--- src/rtl/pdtz_pkg.sv ---
// Shared constants, types and codes for the paged decay trend block.
// No dependencies; imported by every module of the block but the checker pdtz_chk.
`timescale 1ns / 1ps
package pdtz_pkg;

    localparam int FRAC_BITS    = 16;
    localparam int COEF_BITS    = 16;
    localparam int MAX_FADEOFFS = 64;
    localparam int TAB_LEN      = 2 * MAX_FADEOFFS;
    localparam int TAB_AW       = $clog2(TAB_LEN);

    localparam int PRICE_W = 48;
    localparam int TIME_W  = 27;
    localparam int HIST_W  = 14;
    localparam int COEF_W  = 16;
    localparam int POW_W   = COEF_BITS + 1;
    localparam int SUM_W   = 24;
    localparam int K_W     = 25;
    localparam int X_W     = PRICE_W + 1;
    localparam int NUM_W   = PRICE_W + FRAC_BITS;
    localparam int DEN_W   = PRICE_W;
    localparam int RES_W   = 64;
    localparam int OUT_W   = 32;

    localparam logic [POW_W-1:0] COEF_ONE = POW_W'(1) << COEF_BITS;
    localparam int ROUND_HALF = 1 << (COEF_BITS - 1);

    typedef logic [2:0] t_req;
    localparam t_req REQ_DEP_PRICE   = 3'd0;
    localparam t_req REQ_INDEP_PRICE = 3'd1;
    localparam t_req REQ_DEP_DEV     = 3'd2;
    localparam t_req REQ_INDEP_DEV   = 3'd3;
    localparam t_req REQ_RESET       = 3'd4;
    localparam t_req REQ_INTERRUPT   = 3'd5;
    localparam t_req REQ_RESUME      = 3'd6;

    typedef logic [1:0] t_mode;
    localparam t_mode MODE_JUMP = 2'd0;
    localparam t_mode MODE_DOWN = 2'd1;
    localparam t_mode MODE_UP   = 2'd2;

    typedef logic [1:0] t_cfg_idx;
    localparam t_cfg_idx CFG_HISTORY   = 2'd0;
    localparam t_cfg_idx CFG_DECAY     = 2'd1;
    localparam t_cfg_idx CFG_SIGN      = 2'd2;
    localparam t_cfg_idx CFG_PORTFOLIO = 2'd3;

    localparam logic [HIST_W-1:0] HISTORY_RST = 14'd1000;
    localparam logic [COEF_W-1:0] DECAY_RST   = 16'd62259;

endpackage

--- src/rtl/pdtz_div.sv ---
// Restoring radix-2 divider, one quotient bit per cycle.
// Depends on pdtz_pkg.
`timescale 1ns / 1ps
module pdtz_div (
    input  logic                        i_clk,
    input  logic                        i_rst_n,
    input  logic                        i_start,
    input  logic [pdtz_pkg::NUM_W-1:0]  i_num,
    input  logic [pdtz_pkg::DEN_W-1:0]  i_den,
    output logic                        o_done,
    output logic [pdtz_pkg::NUM_W-1:0]  o_quot,
    output logic [pdtz_pkg::DEN_W-1:0]  o_rem
);
    import pdtz_pkg::*;

    localparam int CNT_W = $clog2(NUM_W);

    logic [NUM_W-1:0] r_q;
    logic [DEN_W-1:0] r_rem;
    logic [DEN_W-1:0] r_den;
    logic [CNT_W-1:0] r_cnt;
    logic             r_busy;
    logic             r_done;

    logic [DEN_W:0]   w_trial;
    logic [DEN_W:0]   w_sub;
    logic             w_ge;

    assign w_trial = {r_rem, r_q[NUM_W-1]};
    assign w_ge    = w_trial >= {1'b0, r_den};
    assign w_sub   = w_trial - {1'b0, r_den};

    always_ff @(posedge i_clk) begin
        if (!i_rst_n) begin
            r_busy <= 1'b0;
            r_done <= 1'b0;
            r_cnt  <= '0;
        end else begin
            r_done <= 1'b0;
            if (i_start) begin
                r_q    <= i_num;
                r_rem  <= '0;
                r_den  <= i_den;
                r_cnt  <= '0;
                r_busy <= 1'b1;
            end else if (r_busy) begin
                r_rem <= w_ge ? w_sub[DEN_W-1:0] : w_trial[DEN_W-1:0];
                r_q   <= {r_q[NUM_W-2:0], w_ge};
                r_cnt <= r_cnt + 1'b1;
                if (r_cnt == CNT_W'(NUM_W - 1)) begin
                    r_busy <= 1'b0;
                    r_done <= 1'b1;
                end
            end
        end
    end

    assign o_done = r_done;
    assign o_quot = r_q;
    assign o_rem  = r_rem;

endmodule

--- config.mk ---
export PLATFORM = sky130hd
export DESIGN_NAME = pdtz_div
export DESIGN_NICKNAME = d
export VERILOG_FILES = /design/src/rtl/pdtz_pkg.sv /design/src/rtl/pdtz_div.sv
export SDC_FILE = /design/constraint.sdc
export NUM_CORES = 1
export LEC_CHECK = 0
export ABC_AREA = 1
export ABC_CLOCK_PERIOD_IN_PS = 5600
export BUFFER_PORTS_ARGS = -buffer_cell sky130_fd_sc_hd__clkbuf_2
export CAP_MARGIN = 20
export CORE_ASPECT_RATIO = 0.5
export CORE_MARGIN = 5
export CORE_UTILIZATION = 43
export CTS_CLUSTER_SIZE = 28
export DETAILED_ROUTE_END_ITERATION = 10
export MAX_ROUTING_LAYER = met4
export PLACE_DENSITY = 0.77
export SETUP_SLACK_MARGIN = 0.1
export SLEW_MARGIN = 20
export SYNTH_ARGS = -nofsm -noshare
export SYNTH_HDL_FRONTEND = slang
export SYNTH_SLANG_ARGS = --single-unit
--- constraint.sdc ---
create_clock -name i_clk -period 5.6 [get_ports i_clk]
set_input_delay 0.28 -clock i_clk [delete_from_list [all_inputs] [get_ports i_clk]]
set_output_delay 0.28 -clock i_clk [all_outputs]
set_load 0.01 [all_outputs]
==> results.toml <==
[floorplan]
die_area_um2 = 30100
ios = 228
die_h_um = 125
design.core.area_um2 = 26300
placement_rows = 42
start_util_pct = 43.5
die_w_um = 240

[yosys]
synthDominantCellAreaShare_pct = 42.1
synth_seq_cells = 168
syn_area_um2 = 11400
synth.net_count = 1772
synth_cell_types = 35
yosys.cell_count.top_type = "nand2_1"
synth_warnings = 0
dominant_combinational_cell_family_by_area_after_synthesis = "simple AND/OR/NAND/NOR gates"
synthCells = 1607
synth_edf_count = 160
syn_avg_cell_area_um2 = 7.11
post_synth_fa_ha_maj_area_fraction_pct = 5.54
post_synth_top_flop = "edfxtp_1"
synth.area.mux_share_pct = 0
asyncSetResetFlopFracSynth_pct = 0
xor_xnor_share_of_the_synthesized_area_pct = 1.84
ys_seq_area_share_pct = 43.5
synth.area.top_cells = "edfxtp_1 42%, nand2_1 23%, inv_1 9.4%, ha_1 5.4%, nor2_1 4.1%"
share_of_synthesized_cell_area_in_and_or_nand_and_nor_gates_pct = 35.1
synth_compound_gate_area_share_pct = 2.20
netlist.top_cell.by_area = "edfxtp_1"
synth.cells.most_frequent = "693 x nand2_1, 285 x inv_1, 160 x edfxtp_1"

[cells_and_area]
area_growth_syn_to_layout_pct = 22.1
final_nets = 2034
drive_above_1_share_pct = 17.5
finalInstanceArea_um2 = 13900

[clocking]
path_clk_slew_ps = 70
ctsHtreeMaxLevel = 4
cts-buffers-inserted = 17
clk_latency_ps = 450
cts_tree = "done"
cts_num_sinks = 168
clk_root_buffer_cell = "clkbuf_16"
cts-hold-fix-buffers = 43
cts.repair_timing.setup_buffer_count = 0
cts.repair.resized = 0
cts.path.max_buffers = 2

[detailed_routing]
dr.pass1.iters = 8
routed_wirelength_um = 35300
drt-initial-drc-count = 884
antenna_left = 0
post_drt_via_cell_ratio = 4.80
vias = 10700
drt-wirelength-per-cell_um = 15.8
detail_route.drc_violations = 0

[timing]
final-hold-violation-count = 0
report.final.setup_viol = 0
max_slew_margin_pct = 28.8
setup_slack_ps = 2280
tightest_slew_ps = 1070
worst_hold_slack_ps = 21.0
period_needed_ps = 3320
fin_setup_tns_ps = 0
slew_viol_final = 0
max_freq_mhz = 301
finClkSkew_ps = 16.6
period_share_pct = 59.3
rsz0062_at_grt = "false"

[worst_setup_path]
timing.critical_path.from_type = "register"
chain_of_cells_forming_the_critical_path = "ha_1, nand2_1, nor2_1, nand2_1, inv_1, nand2_2, nand2_2, nand3b_4, nand2_4, nand2_2, nand2_1, nand2_1, inv_1"
worstPathMaxFanout = 31
crit_path_frequent_cell = "nand2_1"
longest_individual_stage_delay_on_the_worst_path_ps = 520
cpMaxStageDelayCell = "nand2_4"
timing.critical_path.to_type = "register"
cp_num_cells = 13
worstPathBufferInverterCount = 2
path_delay_family = "simple AND/OR/NAND/NOR gates"
cp.arrival_ps = 3640
crit_type = "reg2reg"
cp.required_ps = 5920
cells_on_worst_reg2reg_path = 13

[global_routing]
globalRouteOverflowTotal = 0
grt_pass1_vias = 10100
grt_first_pass_wirelength_um = 54900
antenna_found_initial = 2
grt.total_usage_pct = 24.1
grt_start_max_net_pins = 93

[flow_run]
cap_viol_max_count = 0

[pwr]
leakage_uw = 0.00755
powerDensity_nw_per_um2 = 325
irDropWorstVdd_mv = 0.229

[hold_path]
worstHoldPathCells = 1
hold_path_class = "in2reg"

[placement]
placement.io_buffers = 227
pre_cts_ws_ps = 2370
routabilityCongestion = 1.01
hpwl_um = 27400
dpl_cell_area_um2 = 12900

[run_status]
status = "finished clean"
[path summary, 6_finish.rpt]
check	startpoint	slack, ps	to
worst max-delay path	o_rem[11]	2280	o_rem[47]
worst max register to register	o_rem[11]	2280	o_rem[47]
worst min register to register	r_cnt[5]	460	r_cnt[5]
worst min-delay path	i_den[26]	20	r_den[26]
[metrics by stage]
| stage | total power [uW] | utilization (%) | std cells |
|---|---|---|---|
| after CTS | 4530 | 53.0 | 2234 |
| after global routing | 4810 | 53.1 | 2236 |
| after global placement | 3220 | 49.0 | 2159 |
| after floorplan | 2760 | - | 1607 |
| final | 4520 | 53.1 | 2236 |
| after detailed placement | 3230 | 49.0 | 2159 |
[sequential cells by signal (all words and copies together) (netlist names)]
register and cells:
r_den 48, o_done 1, o_rem 48, o_quot 64
r_busy 1, r_cnt 6
[metal layers]
metal  vias up  routed length [um]  share of wire, %  GRT usage, %
met3        41                2500               7.1          5.21
met5         -                   0                 0             -
met4         0                 624               1.8          5.27
li1       5450                   -                 -             -
met2       356               15300                43          35.0
met1      4893               16900                48          34.7
[report_power, final]
part | switching [uW] | internal [uW]
Clock | 577 | 686
Sequential | 84.0 | 1560
Combinational | 1070 | 545
Total | 1740 | 2790
[worst register-to-register path: cells and delay by family (launching register included)]
kind / cells / cell delay, ps
fa+ha+maj: 1 / 380
simple gates: 10 / 2260
buf+inv: 2 / 140
flops: 1 / 420
[placed cells by master, fill, tap and decap left out, types with 2 or more instances in the layout]
cell           Yosys  routed
diode_2            0       2
and2_1             4       4
nor2_2            22      21
nand2_4            1       2
xor2_1            23      23
dfxtp_1            8       8
nor3_1             5       5
nand2_1          693     692
inv_1            285     283
bufinv_16          0       2
edfxtp_1         160     160
buf_4              0       5
nand3b_1          29      29
nor4_1             4       4
dlygate4sd3_1      0      43
clkbuf_2           0     227
o21a_1             3       3
o21ai_0            4       4
o21bai_1           2       2
inv_8              0       5
clkinv_8           0       2
nor2_1           125     125
ha_1              49      49
a21oi_1           36      36
inv_6              1       5
clkinv_2           0       2
nand3_1           69      69
nand2_2            7       7
clkbuf_16          0      17
nand4_1           10      10
inv_2             27      27
[kinds of logic after synthesis]
group | after synthesis
buffers and inverters | 345
AO/OA/AOI/OAI | 47
AND/OR/NAND/NOR | 973
XOR/XNOR | 24
flip-flops | 168
adder cells (fa/ha/maj) | 50
[area by class of cell]
type                    count  area [um2]
well taps                 352         440
fillers                  2589       12300
clock buffers              17         425
multi-input cells        1094        5120
flip-flops and latches    168        4960
diodes                      2        5.00
repair buffers            275        1600
clock inverters            15         200
inverters                 313        1180
Power figures use the tool's default switching activity.
